## src/rtl/ntrk_pkg.sv

```systemverilog
package ntrk_pkg;

  localparam int ADDR_W   = 14;
  localparam int SEQ_W    = 8;

  typedef logic [ADDR_W-1:0] addr_t;
  typedef logic [SEQ_W-1:0]  seq_t;

  // Result status codes.
  typedef enum logic [1:0] {
    STATUS_OK      = 2'd0,
    STATUS_INVALID = 2'd1,
    STATUS_FULL    = 2'd2
  } status_t;

  // Configuration register indexes.
  typedef enum logic [0:0] {
    REG_OWN_ADDRESS       = 1'b0,
    REG_BROADCAST_ADDRESS = 1'b1
  } cfg_reg_t;

  // What an item does to the table entry of its key address.
  typedef enum logic [2:0] {
    OP_LEARN = 3'b001,
    OP_SEND  = 3'b010,
    OP_RECV  = 3'b100
  } op_t;

  // One neighbour table entry as stored in memory.
  typedef struct packed {
    addr_t addr;
    seq_t  sent;
    seq_t  recv;
  } entry_t;

  // One result item.
  typedef struct packed {
    status_t status;
    seq_t    seq_out;
    logic    refresh;
  } result_t;

endpackage

```

## src/rtl/ntrk_table.sv

```systemverilog
module ntrk_table #(
  parameter int DEPTH = 16,
  parameter int IDX_W = 4
) (
  input  logic              clk,
  input  logic              wr_en,
  input  logic [IDX_W-1:0]  wr_addr,
  input  ntrk_pkg::entry_t  wr_entry,
  input  logic              rd_en,
  input  logic [IDX_W-1:0]  rd_addr,
  output ntrk_pkg::entry_t  rd_entry
);
  import ntrk_pkg::*;

  entry_t mem [DEPTH];

  // Single write port, single registered read port.
  always_ff @(posedge clk) begin
    if (wr_en) begin
      mem[wr_addr] <= wr_entry;
    end
    if (rd_en) begin
      rd_entry <= mem[rd_addr];
    end
  end

endmodule

```

## src/rtl/ntrk_ctrl.sv

```systemverilog
module ntrk_ctrl #(
  parameter int MAX_NEIGHBOURS = 16,
  parameter int IDX_W          = 4,
  parameter int CNT_W          = 5
) (
  input  logic                clk,
  input  logic                rst,
  // Configuration writes
  input  logic                cfg_wr_en,
  input  ntrk_pkg::cfg_reg_t  cfg_index,
  input  ntrk_pkg::addr_t     cfg_data,
  // Incoming header
  input  logic                in_valid,
  output logic                in_ready,
  input  ntrk_pkg::addr_t     in_dest,
  input  ntrk_pkg::addr_t     in_source,
  input  ntrk_pkg::seq_t      in_seq,
  // Result toward the output register
  output logic                res_valid,
  input  logic                res_ready,
  output ntrk_pkg::result_t   res,
  // Table memory
  output logic                wr_en,
  output logic [IDX_W-1:0]    wr_addr,
  output ntrk_pkg::entry_t    wr_entry,
  output logic                rd_en,
  output logic [IDX_W-1:0]    rd_addr,
  input  ntrk_pkg::entry_t    rd_entry
);
  import ntrk_pkg::*;

  typedef enum logic [4:0] {
    S_IDLE   = 5'b00001,
    S_SCAN   = 5'b00010,
    S_UPDATE = 5'b00100,
    S_DROP   = 5'b01000,
    S_DONE   = 5'b10000
  } state_t;

  state_t           state;
  addr_t            own_address;
  addr_t            broadcast_address;
  logic [CNT_W-1:0] count;
  logic [CNT_W-1:0] scan_idx;
  logic [CNT_W-1:0] last_idx;
  logic             pend;
  logic [IDX_W-1:0] pend_idx;
  logic [IDX_W-1:0] hit_idx;
  entry_t           hit_entry;
  logic             hit;
  op_t              op;
  addr_t            key;
  seq_t             seq;
  logic             issue;
  logic             match;
  logic             count_inc;
  logic             go_drop;
  result_t          upd_res;
  seq_t             new_sent;
  seq_t             new_recv;

  assign in_ready  = (state == S_IDLE);
  assign res_valid = (state == S_DONE) && res_ready;
  assign last_idx  = count - 1'b1;
  assign issue     = (state == S_SCAN) && (scan_idx < count);
  assign match     = pend && (rd_entry.addr == key);
  assign new_sent  = SEQ_W'(hit_entry.sent + 1'b1);
  assign new_recv  = SEQ_W'(hit_entry.recv + 1'b1);

  // Memory port control and the read-modify-write decision.
  always_comb begin
    wr_en     = 1'b0;
    wr_addr   = hit_idx;
    wr_entry  = hit_entry;
    rd_en     = 1'b0;
    rd_addr   = scan_idx[IDX_W-1:0];
    count_inc = 1'b0;
    go_drop   = 1'b0;
    upd_res   = '{status: STATUS_OK, seq_out: '0, refresh: 1'b0};
    case (state)
      S_SCAN: begin
        rd_en = issue;
      end
      S_UPDATE: begin
        if (hit) begin
          case (op)
            OP_SEND: begin
              wr_en          = 1'b1;
              wr_entry.sent  = new_sent;
              upd_res.seq_out = new_sent;
            end
            OP_RECV: begin
              upd_res.refresh = 1'b1;
              if (new_recv == seq) begin
                wr_en         = 1'b1;
                wr_entry.recv = new_recv;
              end else begin
                // Mismatch: fetch the last entry to move into this slot.
                upd_res.status = STATUS_INVALID;
                go_drop        = 1'b1;
                rd_en          = 1'b1;
                rd_addr        = last_idx[IDX_W-1:0];
              end
            end
            default: begin
            end
          endcase
        end else if (key == own_address) begin
          // Own address is never learned.
          if (op != OP_LEARN) begin
            upd_res.status = STATUS_INVALID;
          end
        end else if (count == CNT_W'(MAX_NEIGHBOURS)) begin
          upd_res.status = STATUS_FULL;
        end else begin
          // New entry in the first free slot.
          wr_addr  = count[IDX_W-1:0];
          wr_entry = '{addr: key, sent: '0, recv: '0};
          case (op)
            OP_SEND: begin
              wr_en           = 1'b1;
              count_inc       = 1'b1;
              wr_entry.sent   = SEQ_W'(1);
              upd_res.seq_out = SEQ_W'(1);
            end
            OP_RECV: begin
              upd_res.refresh = 1'b1;
              if (seq == SEQ_W'(1)) begin
                wr_en         = 1'b1;
                count_inc     = 1'b1;
                wr_entry.recv = SEQ_W'(1);
              end else begin
                // The new entry would be dropped at once.
                upd_res.status = STATUS_INVALID;
              end
            end
            default: begin
              wr_en     = 1'b1;
              count_inc = 1'b1;
            end
          endcase
        end
      end
      S_DROP: begin
        wr_en    = 1'b1;
        wr_addr  = hit_idx;
        wr_entry = rd_entry;
      end
      default: begin
      end
    endcase
  end

  // Sequencer and configuration registers.
  always_ff @(posedge clk) begin
    if (rst) begin
      state             <= S_IDLE;
      count             <= '0;
      pend              <= 1'b0;
      own_address       <= '0;
      broadcast_address <= '1;
    end else begin
      if (cfg_wr_en) begin
        case (cfg_index)
          REG_OWN_ADDRESS:       own_address       <= cfg_data;
          REG_BROADCAST_ADDRESS: broadcast_address <= cfg_data;
          default: begin
          end
        endcase
      end
      case (state)
        S_IDLE: begin
          if (in_valid) begin
            seq      <= in_seq;
            scan_idx <= '0;
            pend     <= 1'b0;
            if (in_dest == broadcast_address) begin
              op    <= OP_LEARN;
              key   <= in_source;
              res   <= '{status: STATUS_OK, seq_out: '0, refresh: 1'b0};
              state <= S_SCAN;
            end else if (in_source == own_address) begin
              op    <= OP_SEND;
              key   <= in_dest;
              res   <= '{status: STATUS_OK, seq_out: '0, refresh: 1'b0};
              state <= (in_dest == '0) ? S_DONE : S_SCAN;
            end else if (in_dest == own_address) begin
              op    <= OP_RECV;
              key   <= in_source;
              res   <= '{status: STATUS_OK, seq_out: '0, refresh: 1'b0};
              if (in_source == broadcast_address || in_source == '0) begin
                state <= S_DONE;
              end else begin
                state <= S_SCAN;
              end
            end else begin
              // Header unrelated to this node.
              res   <= '{status: STATUS_INVALID, seq_out: '0, refresh: 1'b0};
              state <= S_DONE;
            end
          end
        end
        S_SCAN: begin
          pend     <= issue;
          pend_idx <= scan_idx[IDX_W-1:0];
          if (issue) begin
            scan_idx <= scan_idx + 1'b1;
          end
          if (match) begin
            hit       <= 1'b1;
            hit_idx   <= pend_idx;
            hit_entry <= rd_entry;
            state     <= S_UPDATE;
          end else if (!issue && !pend) begin
            hit   <= 1'b0;
            state <= S_UPDATE;
          end
        end
        S_UPDATE: begin
          res <= upd_res;
          if (count_inc) begin
            count <= count + 1'b1;
          end
          state <= go_drop ? S_DROP : S_DONE;
        end
        S_DROP: begin
          count <= last_idx;
          state <= S_DONE;
        end
        S_DONE: begin
          if (res_ready) begin
            state <= S_IDLE;
          end
        end
        default: begin
          state <= S_IDLE;
        end
      endcase
    end
  end

endmodule

```

## src/rtl/neighbour_sequence_tracker.sv

```systemverilog
// Neighbour sequence tracker. Each input item is one link header; each gives
// exactly one result item. The neighbour table lives in a single-port-read,
// single-port-write memory and is searched one entry per cycle, so an item
// whose address is not in the table reads every entry, and a search stops at
// the first hit; a sequence mismatch that removes an entry adds a drop state
// that moves the last entry into the removed slot. Headers that need no table
// access skip the scan and go straight to the done state.
// A new header is taken while the previous result still waits in the output
// register. No clearing pass is needed after reset.
module neighbour_sequence_tracker #(
  parameter int MAX_NEIGHBOURS = 16
) (
  input  logic               clk,
  input  logic               rst,
  // Configuration write port
  input  logic               cfg_wr_en,
  input  ntrk_pkg::cfg_reg_t cfg_index,
  input  logic [13:0]        cfg_data,
  // Header input
  input  logic               s_tvalid,
  output logic               s_tready,
  // [13:0] dest_address, [27:14] source_address, [35:28] carried_sequence
  input  logic [39:0]        s_tdata,
  // Result output
  output logic               m_tvalid,
  input  logic               m_tready,
  // [1:0] status, [9:2] sequence_out, [10] refresh_route
  output logic [15:0]        m_tdata
);
  import ntrk_pkg::*;

  localparam int IDX_W = (MAX_NEIGHBOURS > 1) ? $clog2(MAX_NEIGHBOURS) : 1;
  localparam int CNT_W = $clog2(MAX_NEIGHBOURS + 1);

  logic             res_valid;
  logic             res_ready;
  result_t          res;
  result_t          out_res;
  logic             wr_en;
  logic [IDX_W-1:0] wr_addr;
  entry_t           wr_entry;
  logic             rd_en;
  logic [IDX_W-1:0] rd_addr;
  entry_t           rd_entry;

  ntrk_ctrl #(
    .MAX_NEIGHBOURS (MAX_NEIGHBOURS),
    .IDX_W          (IDX_W),
    .CNT_W          (CNT_W)
  ) u_ctrl (
    .clk       (clk),
    .rst       (rst),
    .cfg_wr_en (cfg_wr_en),
    .cfg_index (cfg_index),
    .cfg_data  (cfg_data),
    .in_valid  (s_tvalid),
    .in_ready  (s_tready),
    .in_dest   (s_tdata[13:0]),
    .in_source (s_tdata[27:14]),
    .in_seq    (s_tdata[35:28]),
    .res_valid (res_valid),
    .res_ready (res_ready),
    .res       (res),
    .wr_en     (wr_en),
    .wr_addr   (wr_addr),
    .wr_entry  (wr_entry),
    .rd_en     (rd_en),
    .rd_addr   (rd_addr),
    .rd_entry  (rd_entry)
  );

  ntrk_table #(
    .DEPTH (MAX_NEIGHBOURS),
    .IDX_W (IDX_W)
  ) u_table (
    .clk      (clk),
    .wr_en    (wr_en),
    .wr_addr  (wr_addr),
    .wr_entry (wr_entry),
    .rd_en    (rd_en),
    .rd_addr  (rd_addr),
    .rd_entry (rd_entry)
  );

  // Output register: holds a finished item until the sink takes it.
  assign res_ready = !m_tvalid || m_tready;

  always_ff @(posedge clk) begin
    if (rst) begin
      m_tvalid <= 1'b0;
    end else if (res_valid) begin
      m_tvalid <= 1'b1;
    end else if (m_tready) begin
      m_tvalid <= 1'b0;
    end
  end

  always_ff @(posedge clk) begin
    if (res_valid) begin
      out_res <= res;
    end
  end

  assign m_tdata = {5'b0, out_res.refresh, out_res.seq_out, out_res.status};

endmodule

```

## config.mk

```make
export PLATFORM = sky130hd
export DESIGN_NAME = neighbour_sequence_tracker
export DESIGN_NICKNAME = d
export VERILOG_FILES = /design/src/rtl/ntrk_pkg.sv /design/src/rtl/ntrk_table.sv /design/src/rtl/ntrk_ctrl.sv /design/src/rtl/neighbour_sequence_tracker.sv
export SDC_FILE = /design/constraint.sdc
export NUM_CORES = 1
export LEC_CHECK = 0
export BUFFER_PORTS_ARGS = -buffer_cell sky130_fd_sc_hd__buf_4
export CORE_AREA = 2 2 271 273
export CTS_CLUSTER_SIZE = 12
export DETAILED_ROUTE_END_ITERATION = 8
export DIE_AREA = 0 0 273 275
export PLACE_DENSITY = 0.59
export SYNTH_ARGS = -nofsm -noshare
export SYNTH_HDL_FRONTEND = slang
export SYNTH_SLANG_ARGS = --single-unit
```

## constraint.sdc

```tcl
create_clock -name clk -period 5.7 [get_ports clk]
set_input_delay 0.57 -clock clk [delete_from_list [all_inputs] [get_ports clk]]
set_output_delay 0.57 -clock clk [all_outputs]
set_load 0.005 [all_outputs]
```

==> results.yml <==
run_status:
  status: "complete, no violations"
finish:
  post-route-util: 0.4217
  fin_nets: 1901
  final_cell_mix: "601 x edfxtp_1, 240 x mux2i_1, 121 x o22ai_1, 114 x buf_4, 76 x nand2_1"
  drive_gt1_frac: 0.1344
  multi_input_area_sq_um: 7291
  syn2layout_area_growth_pct: 14.98
  nFillCells: 6549
  layoutNonFillerInstCount: 2828
  final_common_cell: "edfxtp_1"
  ff_latch_area_sq_um: 18850
power:
  power_density_nw_per_um2: 321.2
  intPower_mw: 7.674
  p_seq_frac: 0.531
  ir_worst_vdd_mv: 0.2203
  switching_share: 0.2169
  leakage_nw: 10.50
  clockPowerShare: 0.402
  switchingPower_mw: 2.126
  comb_power_share: 0.068
yosys:
  yosysSeqAreaShare: 0.7104
  synth-main-ff-cell: "edfxtp_1"
  yosys-top-cells-area: "edfxtp_1 68%, mux2i_1 9.1%, dfxtp_1 3.0%, o22ai_1 2.9%, xnor2_1 2.1%"
  synthArstFlopShare: 0
  synthCells: 1725
  synth_top_area_share: 0.6802
  synth_edf_count: 601
  synth_top_cell_by_area: "edfxtp_1"
  syn_area_sq_um: 26530
  yosys_warnings: 0
  yosys.cell_types.count: 58
  synth-seq-cells: 641
  avgSynthCellArea_sq_um: 15.38
route:
  first_pass_iters: 6
  vias_per_cell: 5.420
  routed_wirelength_mm: 66.40
  antenna_left: 0
  drc: 0
  routedWlPerCell_um: 23.48
  via_count: 15328
  drt_iter0_drc: 1429
die:
  io_pins: 78
  start_util: 0.3668
  dieArea_sq_um: 75080
  core-area_sq_um: 72340
  rows: 99
  die_x_um: 273
  chipHeight_um: 275
sta:
  drv_slew: 0
  hold_violations: 0
  setup_violations: 0
  fmax_ghz: 0.2042
  fin_tns_setup_ns: 0
  finalWorstSetupSlack_ns: 0.8029
  hold_ws_ns: 0.1484
  slew_headroom: 0.09273
  min_period_ns: 4.897
  fin_worst_skew_ns: 0.02229
  fin_crit_sh: 0.8591
  max_slew.worst_pin.slew_ns: 1.347
  rsz0062_at_grt: "no"
worst_setup_path:
  cp_cell_sequence: "ha_1 -> nand2_1 -> or3_1 -> o311ai_0 -> nor4_4 -> or2_1 -> a21oi_4 -> buf_12 -> buf_4 -> mux2i_1 -> o22ai_1 -> or4_1"
  cpMaxStageDelayCell: "a21oi_4"
  start_kind: "register"
  crit_path_end_kind: "register"
  setup.worst_path.class: "register to register"
  crit_fanout: 26
  worst-path-buf-inv: 2
  critPathTopFamily: "simple AND/OR/NAND/NOR gates"
  max_stage_delay_ns: 0.68
  required_ns: 6.04
  worstPathArrival_ns: 5.24
global_routing:
  grt_pass1_vias: 15262
  global_route.usage.met2: 0.2951
  grt_max_degree: 44
  busiest_layer: "met2"
  gr-total-overflow: 0
  grt_usage: 0.1766
  grt_use_met3: 0.02610
  antenna_found_initial: 0
  grtUsageMet1: 0.2380
  grt_pass1_wl_mm: 98.20
place:
  port_buffers: 68
  placed_cells_incl_taps: 2721
  dp_slack_ns: 0.8385
  dp_hpwl_mm: 39.36
  gp_congestion: 0.8511
cts:
  cts-hold-fix-buffers: 0
  root_buffer: "clkbuf_16"
  cts_made_buffers: 67
  cts_setup_buffers: 0
  cts_tree: "built"
  htreeDepth: 3
  clk_path_buf_depth: 3
  clk_latency_ns: 0.60
  cts_sinks: 641
  clk_pin_slew_ns: 0.06
  cts-resized-gates: 0
worst_hold_path:
  hp-class: "primary input to register"
job:
  maxCapViolCount: 0
-- sequential cells by signal, summed over array words and instances, names as in the netlist, 8 cells and up --
| register | count |
|---|---|
| u_table.rd_entry | 30 |
| u_ctrl.seq | 8 |
| u_ctrl.broadcast_address | 14 |
| m_tdata | 11 |
| u_ctrl.res | 11 |
| u_ctrl.own_address | 14 |
| u_ctrl.hit_entry | 30 |
| u_table.mem | 480 |
| u_ctrl.key | 14 |
-- per-stage QoR --
step	power [mW]	cell area, sq um
2_1_floorplan	5.736	26550
3_3_place_gp	5.953	28580
3_5_place_dp	5.963	28580
4_1_cts	9.874	30500
5_1_grt	10.12	30500
6_report	9.800	30510
-- power by group through the flow --
| stage | registers [mW] | logic, mW | clock network, mW |
|---|---|---|---|
| 2_1_floorplan | 5.28 | 0.460 | 0 |
| 3_3_place_gp | 5.29 | 0.658 | 0 |
| 3_5_place_dp | 5.30 | 0.667 | 0 |
| 4_1_cts | 5.20 | 0.668 | 4.01 |
| 5_1_grt | 5.20 | 0.716 | 4.20 |
| 6_report | 5.20 | 0.665 | 3.94 |
-- Yosys cell counts (5+ instances only) --
master,n
nor2_1,64
a31oi_1,9
dfxtp_1,40
o22ai_1,121
buf_2,16
inv_1,34
buf_6,12
buf_4,13
o311ai_0,5
nor2b_1,5
a211o_1,16
or4_1,33
nand4_1,15
nand3b_1,5
o21ai_0,33
a22oi_1,6
xor2_1,42
nand2_1,76
and3_1,21
clkbuf_1,53
a222oi_1,15
a21oi_1,40
ha_1,10
nor4_1,17
nor3b_1,5
nand2b_1,6
nor3_1,28
xnor2_1,63
nand3_1,21
mux2_2,14
o211ai_1,9
mux2i_1,240
edfxtp_1,601
-- final cells by class --
type,instances,share of cell area
antenna,2,0.0001641
clock buffer,84,0.05775
clock inverter,21,0.005127
inverter,34,0.004184
multi-input combinational,960,0.2390
sequential,641,0.6179
tap,959,0.03933
timing repair buffer,127,0.03659
-- final timing paths --
| kind | startpoint | to | slack, ns | depth (start not counted) |
|---|---|---|---|---|
| setup / recovery | u_ctrl.hit_entry[0]$_DFFE_PP_ | u_table.rd_entry[9]$_DFFE_PP_ | 0.80 | 12 |
| setup reg to reg | u_ctrl.hit_entry[0]$_DFFE_PP_ | u_table.rd_entry[9]$_DFFE_PP_ | 0.80 | 12 |
| hold / removal | s_tdata[29] | u_ctrl.seq[1]$_DFFE_PP_ | 0.15 | 1 |
| hold reg to reg | u_ctrl.pend_idx[3]$_DFFE_PP_ | u_ctrl.hit_idx[3]$_DFFE_PP_ | 0.42 | 0 |
-- kinds of logic (layout without fill, tap and decap cells) --
family                   after synthesis  in the layout  synth area share
AO/OA/AOI/OAI                        275            275           0.06781
XOR/XNOR                             107            107           0.03612
adder cells (fa/ha/maj)               10             10          0.004716
buffers and inverters                128            266           0.02410
flip-flops                           641            641            0.7104
multiplexers                         254            254           0.09649
other                                  1              7         0.0001413
AND/OR/NAND/NOR                      309            309           0.06022
-- per-layer routing --
metal  wire, um  up-vias
met5          0        -
met4       1542        0
met3       3780       96
met2      32150      507
met1      28930     7778
li1           -     6947
Note: power is estimated with default switching activity, not from simulation.
